## src/mcm_pkg.sv

```systemverilog
// Shared types and constants for the matrix chain ordering block.
// Request and result structs, controller command/status bundles.
// No dependencies.
package mcm_pkg;

	localparam int DEF_MAX_MATRICES = 8;
	localparam int DEF_DIM_WIDTH    = 12;

	localparam int IN_DIM_W = 12;
	localparam int IDX_W    = 4;
	localparam int COST_W   = 40;

	localparam logic [COST_W-1:0] COST_MAX = '1;

	typedef struct packed {
		logic [IN_DIM_W-1:0] dim_value;
		logic                last_dim;
	} dim_item_t;

	typedef struct packed {
		logic [IDX_W-1:0]  row_index;
		logic [IDX_W-1:0]  col_index;
		logic [COST_W-1:0] min_cost;
		logic [IDX_W-1:0]  split_point;
		logic              size_error;
		logic              last_result;
	} result_t;

	// result flavor: a computed pair, or the lone result of a short/bad set
	typedef enum logic {
		RK_PAIR  = 1'b0,
		RK_SHORT = 1'b1
	} res_kind_t;

	typedef struct packed {
		logic             dim_we;
		logic [IDX_W-1:0] dim_addr;
		logic             di_load;
		logic             dj_load;
		logic             issue;
		logic             first;
		logic [IDX_W-1:0] row_idx;
		logic [IDX_W-1:0] col_idx;
		logic [IDX_W-1:0] split_idx;
		logic             cost_we;
		logic             out_load;
		res_kind_t        kind;
		logic             err;
		logic             last;
	} mcm_cmd_t;

	typedef struct packed {
		logic busy;
		logic out_free;
	} mcm_sts_t;

endpackage

```

## src/mcm_dpath.sv

```systemverilog
// Datapath: dimension store, cost table, multiply/add/compare pipeline
// and the result register. Driven by mcm_ctrl; uses mcm_pkg.
module mcm_dpath import mcm_pkg::*; #(
	parameter int MAX_MATRICES = DEF_MAX_MATRICES,
	parameter int DIM_WIDTH    = DEF_DIM_WIDTH
) (
	input  logic                clk,
	input  logic                arst_n,
	input  mcm_cmd_t            cmd,
	output mcm_sts_t            sts,
	input  logic [IN_DIM_W-1:0] dim_value,
	input  logic                res_stall,
	output logic                res_valid,
	output result_t             res
);

	localparam int DDEPTH = MAX_MATRICES + 1;
	localparam int DA_W   = $clog2(DDEPTH);
	localparam int CDEPTH = MAX_MATRICES * MAX_MATRICES;
	localparam int CA_W   = $clog2(CDEPTH);
	localparam int P1W    = 2 * DIM_WIDTH;
	localparam int PW     = 3 * DIM_WIDTH;
	localparam int PXW    = (PW > COST_W) ? PW : COST_W + 1;

	function automatic logic [CA_W-1:0] caddr(input logic [IDX_W-1:0] r,
			input logic [IDX_W-1:0] c);
		caddr = CA_W'(r * MAX_MATRICES + c);
	endfunction

	function automatic logic [COST_W-1:0] sat_add(input logic [COST_W-1:0] a,
			input logic [COST_W-1:0] b);
		logic [COST_W:0] s;
		s = {1'b0, a} + {1'b0, b};
		sat_add = s[COST_W] ? COST_MAX : s[COST_W-1:0];
	endfunction

	logic [DIM_WIDTH-1:0] dim_mem [DDEPTH];
	logic [DIM_WIDTH-1:0] dim_rd_q;
	logic [DIM_WIDTH-1:0] di_q, dj_q;

	logic [COST_W-1:0] cost_mem [CDEPTH];
	logic [COST_W-1:0] cost_a_s1, cost_b_s1;

	logic             valid_s1, valid_s2, valid_s3;
	logic             first_s1, first_s2, first_s3;
	logic             za_s1, zb_s1;
	logic [IDX_W-1:0] k_s1, k_s2, k_s3;
	logic [P1W-1:0]   prod1_s2;
	logic [PW-1:0]    prod2_s3;
	logic [COST_W-1:0] sum_s2, sum_s3;

	logic [COST_W-1:0] best_q;
	logic [IDX_W-1:0]  bk_q;

	logic [IDX_W-1:0]  k_next;
	logic [PXW-1:0]    prod_x;
	logic [COST_W-1:0] prod_sat, cand;

	assign k_next = cmd.split_idx + 1'b1;

	// dimension store: one write port, one registered read port
	always_ff @(posedge clk) begin
		if (cmd.dim_we)
			dim_mem[cmd.dim_addr[DA_W-1:0]] <= DIM_WIDTH'(dim_value);
		dim_rd_q <= dim_mem[cmd.dim_addr[DA_W-1:0]];
		if (cmd.di_load)
			di_q <= dim_rd_q;
		if (cmd.dj_load)
			dj_q <= dim_rd_q;
	end

	// cost table: written once per pair, read at (i,k) and (k+1,j)
	always_ff @(posedge clk) begin
		if (cmd.cost_we)
			cost_mem[caddr(cmd.row_idx, cmd.col_idx)] <= best_q;
		cost_a_s1 <= cost_mem[caddr(cmd.row_idx, cmd.split_idx)];
		cost_b_s1 <= cost_mem[caddr(k_next, cmd.col_idx)];
	end

	always_ff @(posedge clk or negedge arst_n) begin
		if (!arst_n) begin
			valid_s1 <= 1'b0;
			valid_s2 <= 1'b0;
			valid_s3 <= 1'b0;
		end else begin
			valid_s1 <= cmd.issue;
			valid_s2 <= valid_s1;
			valid_s3 <= valid_s2;
		end
	end

	// diagonal entries are never stored: zero flags stand in for them
	always_ff @(posedge clk) begin
		first_s1 <= cmd.first;
		za_s1    <= (cmd.split_idx == cmd.row_idx);
		zb_s1    <= (k_next == cmd.col_idx);
		k_s1     <= cmd.split_idx;

		prod1_s2 <= P1W'(di_q) * P1W'(dim_rd_q);
		sum_s2   <= sat_add(za_s1 ? '0 : cost_a_s1, zb_s1 ? '0 : cost_b_s1);
		first_s2 <= first_s1;
		k_s2     <= k_s1;

		prod2_s3 <= PW'(prod1_s2) * PW'(dj_q);
		sum_s3   <= sum_s2;
		first_s3 <= first_s2;
		k_s3     <= k_s2;
	end

	always_comb begin
		prod_x   = PXW'(prod2_s3);
		prod_sat = (prod_x > PXW'(COST_MAX)) ? COST_MAX : prod_x[COST_W-1:0];
		cand     = sat_add(sum_s3, prod_sat);
	end

	// strict compare keeps the smallest k on ties
	always_ff @(posedge clk) begin
		if (valid_s3 && (first_s3 || cand < best_q)) begin
			best_q <= cand;
			bk_q   <= k_s3;
		end
	end

	always_ff @(posedge clk or negedge arst_n) begin
		if (!arst_n)
			res_valid <= 1'b0;
		else if (cmd.out_load)
			res_valid <= 1'b1;
		else if (!res_stall)
			res_valid <= 1'b0;
	end

	always_ff @(posedge clk) begin
		if (cmd.out_load) begin
			if (cmd.kind == RK_SHORT) begin
				res.row_index   <= '0;
				res.col_index   <= '0;
				res.min_cost    <= '0;
				res.split_point <= '0;
				res.size_error  <= cmd.err;
				res.last_result <= 1'b1;
			end else begin
				res.row_index   <= cmd.row_idx;
				res.col_index   <= cmd.col_idx;
				res.min_cost    <= best_q;
				res.split_point <= bk_q;
				res.size_error  <= 1'b0;
				res.last_result <= cmd.last;
			end
		end
	end

	assign sts.busy     = valid_s1 | valid_s2 | valid_s3;
	assign sts.out_free = !res_valid || !res_stall;

endmodule

```

## src/mcm_ctrl.sv

```systemverilog
// Controller: loads the dimension list, then walks diagonals, rows and
// split points, issuing commands to mcm_dpath. Uses mcm_pkg.
module mcm_ctrl import mcm_pkg::*; #(
	parameter int MAX_MATRICES = DEF_MAX_MATRICES
) (
	input  logic     clk,
	input  logic     arst_n,
	input  logic     dim_valid,
	input  logic     last_dim,
	output logic     dim_stall,
	output mcm_cmd_t cmd,
	input  mcm_sts_t sts
);

	localparam int CNT_W = $clog2(MAX_MATRICES + 2);

	typedef enum logic [6:0] {
		ST_LOAD  = 7'b0000001,
		ST_SHORT = 7'b0000010,
		ST_DI    = 7'b0000100,
		ST_DJ    = 7'b0001000,
		ST_RUN   = 7'b0010000,
		ST_DRAIN = 7'b0100000,
		ST_EMIT  = 7'b1000000
	} state_t;

	state_t           state_q;
	logic [CNT_W-1:0] cnt_q;
	logic             ovf_q;
	logic             err_q;
	logic [IDX_W-1:0] n_q, i_q, j_q, k_q, diag_q;

	logic acc, full, err_now;

	assign acc       = dim_valid && (state_q == ST_LOAD);
	assign dim_stall = (state_q != ST_LOAD);
	assign full      = (cnt_q == CNT_W'(MAX_MATRICES + 1));
	// a request arriving with the store full also counts as overflow
	assign err_now   = ovf_q || full || (cnt_q == '0);

	always_comb begin
		cmd           = '0;
		cmd.kind      = RK_PAIR;
		cmd.row_idx   = i_q;
		cmd.col_idx   = j_q;
		cmd.split_idx = k_q;
		cmd.err       = err_q;
		cmd.last      = (diag_q == n_q - 1'b1);
		case (state_q)
			ST_LOAD: begin
				cmd.dim_we   = acc && !full;
				cmd.dim_addr = IDX_W'(cnt_q);
			end
			ST_SHORT: begin
				cmd.out_load = sts.out_free;
				cmd.kind     = RK_SHORT;
			end
			ST_DI: begin
				cmd.dim_addr = i_q;
			end
			ST_DJ: begin
				cmd.dim_addr = j_q + 1'b1;
				cmd.di_load  = 1'b1;
			end
			ST_RUN: begin
				cmd.issue    = 1'b1;
				cmd.first    = (k_q == i_q);
				cmd.dj_load  = (k_q == i_q);
				cmd.dim_addr = k_q + 1'b1;
			end
			ST_DRAIN: begin
			end
			ST_EMIT: begin
				cmd.out_load = sts.out_free;
				cmd.cost_we  = sts.out_free;
			end
			default: begin
			end
		endcase
	end

	always_ff @(posedge clk or negedge arst_n) begin
		if (!arst_n) begin
			state_q <= ST_LOAD;
			cnt_q   <= '0;
			ovf_q   <= 1'b0;
			err_q   <= 1'b0;
			n_q     <= '0;
			i_q     <= '0;
			j_q     <= '0;
			k_q     <= '0;
			diag_q  <= '0;
		end else begin
			case (state_q)
				ST_LOAD: begin
					if (acc) begin
						if (last_dim) begin
							cnt_q <= '0;
							ovf_q <= 1'b0;
							if (err_now || cnt_q == CNT_W'(1)) begin
								err_q   <= err_now;
								state_q <= ST_SHORT;
							end else begin
								n_q     <= IDX_W'(cnt_q);
								i_q     <= '0;
								j_q     <= IDX_W'(1);
								diag_q  <= IDX_W'(1);
								state_q <= ST_DI;
							end
						end else if (!full)
							cnt_q <= cnt_q + 1'b1;
						else
							ovf_q <= 1'b1;
					end
				end
				ST_SHORT: begin
					if (sts.out_free)
						state_q <= ST_LOAD;
				end
				ST_DI: begin
					state_q <= ST_DJ;
				end
				ST_DJ: begin
					k_q     <= i_q;
					state_q <= ST_RUN;
				end
				ST_RUN: begin
					if (k_q == j_q - 1'b1)
						state_q <= ST_DRAIN;
					else
						k_q <= k_q + 1'b1;
				end
				ST_DRAIN: begin
					if (!sts.busy)
						state_q <= ST_EMIT;
				end
				ST_EMIT: begin
					if (sts.out_free) begin
						if (j_q != n_q - 1'b1) begin
							i_q     <= i_q + 1'b1;
							j_q     <= j_q + 1'b1;
							state_q <= ST_DI;
						end else if (diag_q != n_q - 1'b1) begin
							diag_q  <= diag_q + 1'b1;
							i_q     <= '0;
							j_q     <= diag_q + 1'b1;
							state_q <= ST_DI;
						end else begin
							state_q <= ST_LOAD;
						end
					end
				end
				default: begin
					state_q <= ST_LOAD;
				end
			endcase
		end
	end

	a_cnt_bound: assert property (@(posedge clk) disable iff (!arst_n)
		cnt_q <= CNT_W'(MAX_MATRICES + 1))
		else $error("dimension count past store depth");

	a_out_free: assert property (@(posedge clk) disable iff (!arst_n)
		cmd.out_load |-> sts.out_free)
		else $error("result register overwritten while held");

	a_write_idle: assert property (@(posedge clk) disable iff (!arst_n)
		cmd.cost_we |-> !sts.busy)
		else $error("cost written with split points still in flight");

	a_split_range: assert property (@(posedge clk) disable iff (!arst_n)
		cmd.issue |-> (k_q >= i_q && k_q < j_q && j_q < n_q))
		else $error("split point outside its range");

	a_set_clear: assert property (@(posedge clk) disable iff (!arst_n)
		(acc && last_dim) |=> (cnt_q == '0 && !ovf_q))
		else $error("load state not cleared after last request");

endmodule

```

## src/matrix_chain_order_dp.sv

```systemverilog
// Matrix chain ordering by dynamic programming: top level.
// Depends on mcm_pkg, mcm_ctrl and mcm_dpath.
//
// Usage: send the chain's dimensions on the dim channel, one request per
// value (rows of the first matrix, then every column count); last_dim marks
// the final one. Values past MAX_MATRICES+1 are dropped and flag an error.
// After the last request the block stalls its input and computes; results
// leave on the res channel by diagonal, then by row, one per pair i<j, and
// last_result marks the whole-chain cost. A short or oversized set gives one
// result with size_error set; a single matrix gives one zero-cost result.
// Each pair (i,j) takes two dimension reads, then one split point per cycle
// through the multiply/add/compare pipeline, a drain of that pipeline, then
// one write-back. Pairs share that one pipeline, and the dimension store
// has a single read port.
// A stalled result holds the controller before its next write-back; the
// input is taken again as soon as the last result is in the output register.
// Reset clears the load count and state; no table needs clearing.
module matrix_chain_order_dp import mcm_pkg::*; #(
	parameter int MAX_MATRICES = DEF_MAX_MATRICES,
	parameter int DIM_WIDTH    = DEF_DIM_WIDTH
) (
	input  logic      clk,
	input  logic      arst_n,
	input  logic      dim_valid,
	output logic      dim_stall,
	input  dim_item_t dim,
	output logic      res_valid,
	input  logic      res_stall,
	output result_t   res
);

	mcm_cmd_t cmd;
	mcm_sts_t sts;

	mcm_ctrl #(
		.MAX_MATRICES(MAX_MATRICES)
	) u_ctrl (
		.clk      (clk),
		.arst_n   (arst_n),
		.dim_valid(dim_valid),
		.last_dim (dim.last_dim),
		.dim_stall(dim_stall),
		.cmd      (cmd),
		.sts      (sts)
	);

	mcm_dpath #(
		.MAX_MATRICES(MAX_MATRICES),
		.DIM_WIDTH   (DIM_WIDTH)
	) u_dpath (
		.clk      (clk),
		.arst_n   (arst_n),
		.cmd      (cmd),
		.sts      (sts),
		.dim_value(dim.dim_value),
		.res_stall(res_stall),
		.res_valid(res_valid),
		.res      (res)
	);

endmodule

```

## config.mk

```make
export PLATFORM = sky130hd
export DESIGN_NAME = matrix_chain_order_dp
export DESIGN_NICKNAME = d
export VERILOG_FILES = /design/src/mcm_pkg.sv /design/src/mcm_dpath.sv /design/src/mcm_ctrl.sv /design/src/matrix_chain_order_dp.sv
export SDC_FILE = /design/constraint.sdc
export NUM_CORES = 2
export LEC_CHECK = 0
export BUFFER_PORTS_ARGS = -buffer_cell sky130_fd_sc_hd__buf_2
export CELL_PAD_IN_SITES_DETAIL_PLACEMENT = 0
export CELL_PAD_IN_SITES_GLOBAL_PLACEMENT = 1
export CORE_MARGIN = 2
export CORE_UTILIZATION = 44
export DETAILED_ROUTE_END_ITERATION = 12
export PLACE_DENSITY_LB_ADDON = 0.1
export SETUP_SLACK_MARGIN = 0.05
export SYNTH_ARGS = -nofsm -noshare
export SYNTH_HDL_FRONTEND = slang
export SYNTH_SLANG_ARGS = --single-unit
```

## constraint.sdc

```tcl
create_clock -name clk -period 9.7 [get_ports clk]
set_clock_uncertainty 0.1 [all_clocks]
set_input_delay 0.485 -clock clk [delete_from_list [all_inputs] [get_ports clk]]
set_output_delay 0.485 -clock clk [all_outputs]
set_load 0.02 [all_outputs]
```

==> out/summary.txt <==
status: completed
element type at the critical path end: flop
Syn-to-layout area delta: 12.1%
Final Cycle Share: 0.769
I/O pin count: 73
dpl hpwl: 344,000 um
synth warn: 0
H-tree depth: 5
initial antenna violation count: 33
Total Routing Usage GR: 0.341
Post-synth EDFFs: 2,790
PD cells: 359 nW/um2
worst min path class: in -> async
WL final: 602,000 um
drt first pass iters: 7
die height: 589 um
number of port buffers: 72
ys flop type: edfxtp_1
Syn Area/Cell: 14.7 um2
GP Congestion: 0.920
minimum clock period: 7.46 ns
Routed WL per cell: 39.9 um
core area: 340,000 um2
Final Max Slew Viols: 0
Netlist cell types: 83
first-pass GRT wire length: 821,000 um
area occupied by multi-input gates: 57,100 um2
Cell Rows: 214
final design utilization: 0.496
root buffer cell: clkbuf_16
share of cells above drive strength 1: 0.184
non-filler cells, final: 15,094
max_cap viols: 0
grt ovf: 0
most instantiated library cell after synthesis: edfxtp_1
vias in the first global route: 100,117
Worst Tran Pin Value: 1.43 ns
Vias/cell: 6.83
Iteration-0 DRC Markers: 15,989
Seq/Total Area, Yosys: 0.596
clock-pin slew on the worst setup and hold paths: 0.06 ns
Post-synth top cells: edfxtp_1, nand2_1, mux4_2
largest net degree at the start of global routing: 116
top cell type's share of synthesized area: 0.556
Nets: 10,866
critical path data arrival time: 7.94 ns
Register Area: 89,700 um2
Setup TNS Final: 0 ns
Crit Path Class: reg -> reg
main area contributors after synthesis: edfxtp_1, mux4_2, fa_1
Max Buffers Root-to-Sink: 4
Detail Route Antenna Nets: 0
flop2flop setup slack: 2.24 ns
CTS tree: yes
Die W: 589 um
dpl cells: 14,435
Critical Path Start: u_dpath.sum_s3[0]
Lkg Pwr: 56.0 nW
Post-CTS Setup Repair Bufs: 0
Final Hold Vio Count: 0
number of synthesized register bits: 3,076
CTS sink count: 3,076
CP required: 10.18 ns
mapped cell area: 151,000 um2
Initial Utilization: 0.442
Worst IR Drop VDD: 1.55 mV
Reg2Reg Depth: 22
crit path max fanout: 32
Synth async-reset ratio: 0.0120
startpoint types: flop
CTS Buf Count: 343
final setup violating endpoints: 0
FF-to-FF Start: u_dpath.sum_s3[0]
Mapped Nets: 10,822
via count: 103,035
die area: 347,000 um2
drc violations: 0
largest area contributor in the netlist: edfxtp_1
Max-slew headroom: 0.0430
max frequency: 134 MHz
Synth Instances: 10,217
worst-skew pair later-pin latency: 0.96 ns
fillers: 28,769
worst r2r dst: u_dpath.bk_q[2]
RSZ-0062 raised after global routing: false
report_power, final:
part / switching [W] / internal [W]
sequential: 0.000734 / 0.0152
combinational: 0.0197 / 0.0118
clock: 0.00552 / 0.00747
total: 0.0260 / 0.0345
cells in the final DEF, fill, tap and decap left out, types with 82 or more instances in the layout:
master / instances
a21oi_1: 530
a221oi_1: 204
a22oi_1: 401
and2_1: 150
buf_4: 272
clkbuf_1: 82
clkbuf_16: 348
dfxtp_1: 247
edfxtp_1: 2790
fa_1: 322
ha_1: 262
inv_1: 480
mux2i_1: 257
mux4_2: 877
nand2_1: 917
nand3_1: 212
nor2_1: 315
nor2b_1: 114
o21ai_0: 376
xnor2_1: 86
final cells by class:
cell class | instances | area share
flip-flops and latches | 3076 | 0.532
multi-input cells | 5957 | 0.339
clock buffers | 454 | 0.0554
well taps | 4536 | 0.0336
repair buffers | 399 | 0.0198
inverters | 484 | 0.0108
clock inverters | 168 | 0.00985
diodes | 20 | 0.000297
worst max-delay path, stage by stage (launching register included):
cell	delay [ns]
dfxtp_1	0.31
ha_1	0.23
fa_1	0.43
a211o_1	0.32
o211ai_1	0.19
a211o_1	0.26
nand2_1	0.11
a21oi_1	0.35
a21oi_1	0.20
o21ai_1	0.52
or2_2	0.37
nand2_1	0.12
ha_1	0.31
a21o_1	0.17
a21o_1	0.17
a21o_1	0.17
a21o_1	0.17
a21o_1	0.16
a21o_1	0.17
a221oi_1	0.55
o21ai_0	0.27
a31oi_4	0.97
buf_4	0.44
state kept, by name (all words and copies together), names as in the netlist, 7 cells and up:
name,cells
u_dpath.cost_b_s1,40
u_dpath.di_q,12
u_dpath.cost_a_s1,40
u_dpath.dim_mem,108
u_dpath.prod2_s3,36
u_ctrl.state_q,7
u_dpath.res,54
u_dpath.sum_s3,40
u_dpath.prod1_s2,24
u_dpath.sum_s2,40
u_dpath.best_q,40
u_dpath.dim_rd_q,12
u_dpath.cost_mem,2560
u_dpath.dj_q,12
cells by family (layout without fill, tap and decap cells):
kind of cell | Yosys count | after routing | synth area share
AOI/OAI and AO/OA | 1975 | 1975 | 0.0864
xor gates and xnor gates | 141 | 141 | 0.00820
adders and majority gates | 588 | 588 | 0.0649
buffers and inverters | 1184 | 1505 | 0.0302
DFF | 3076 | 3076 | 0.596
muxes | 1202 | 1202 | 0.153
other | 0 | 20 | 0
and+or+nand+nor | 2051 | 2051 | 0.0612
timing repair:
item	CTS	global route
hold endpoints to repair	163	0
gates resized for setup	0	0
hold buffers	17	0
per-stage QoR:
stage	instance area (um2)	hold WS, ns	power [W]	worst slack (ns)
6_report	169000	0.131	0.0605	2.24
5_1_grt	169000	0.180	0.0643	1.63
4_1_cts	169000	0.108	0.0607	2.04
3_5_place_dp	158000	0.212	0.0477	2.09
3_3_place_gp	158000	0.210	0.0477	2.09
2_1_floorplan	151000	0.0894	0.0368	2.53
layer usage:
metal | wire length [um] | share of wire | track usage | vias to the layer above
met4 | 30600 | 0.051 | 0.146 | 12
met3 | 72000 | 0.12 | 0.0815 | 1407
met2 | 269000 | 0.45 | 0.520 | 7314
met1 | 230000 | 0.38 | 0.468 | 54332
li1 | - | - | - | 39970
met5 | 83 | 0.00014 | 0 | -
worst max path at each step:
stage / endpoint / slack (ns) / depth (start not counted)
6_report: u_dpath.bk_q[2] / 2.24 / 22
5_1_grt: u_dpath.bk_q[2] / 1.63 / 21
2_1_floorplan: u_dpath.best_q[0] / 2.53 / 23
3_3_place_gp: u_dpath.bk_q[1] / 2.09 / 22
4_1_cts: u_dpath.bk_q[2] / 2.04 / 21
3_5_place_dp: u_dpath.bk_q[2] / 2.09 / 21
Note: power is estimated with default switching activity, not from simulation.
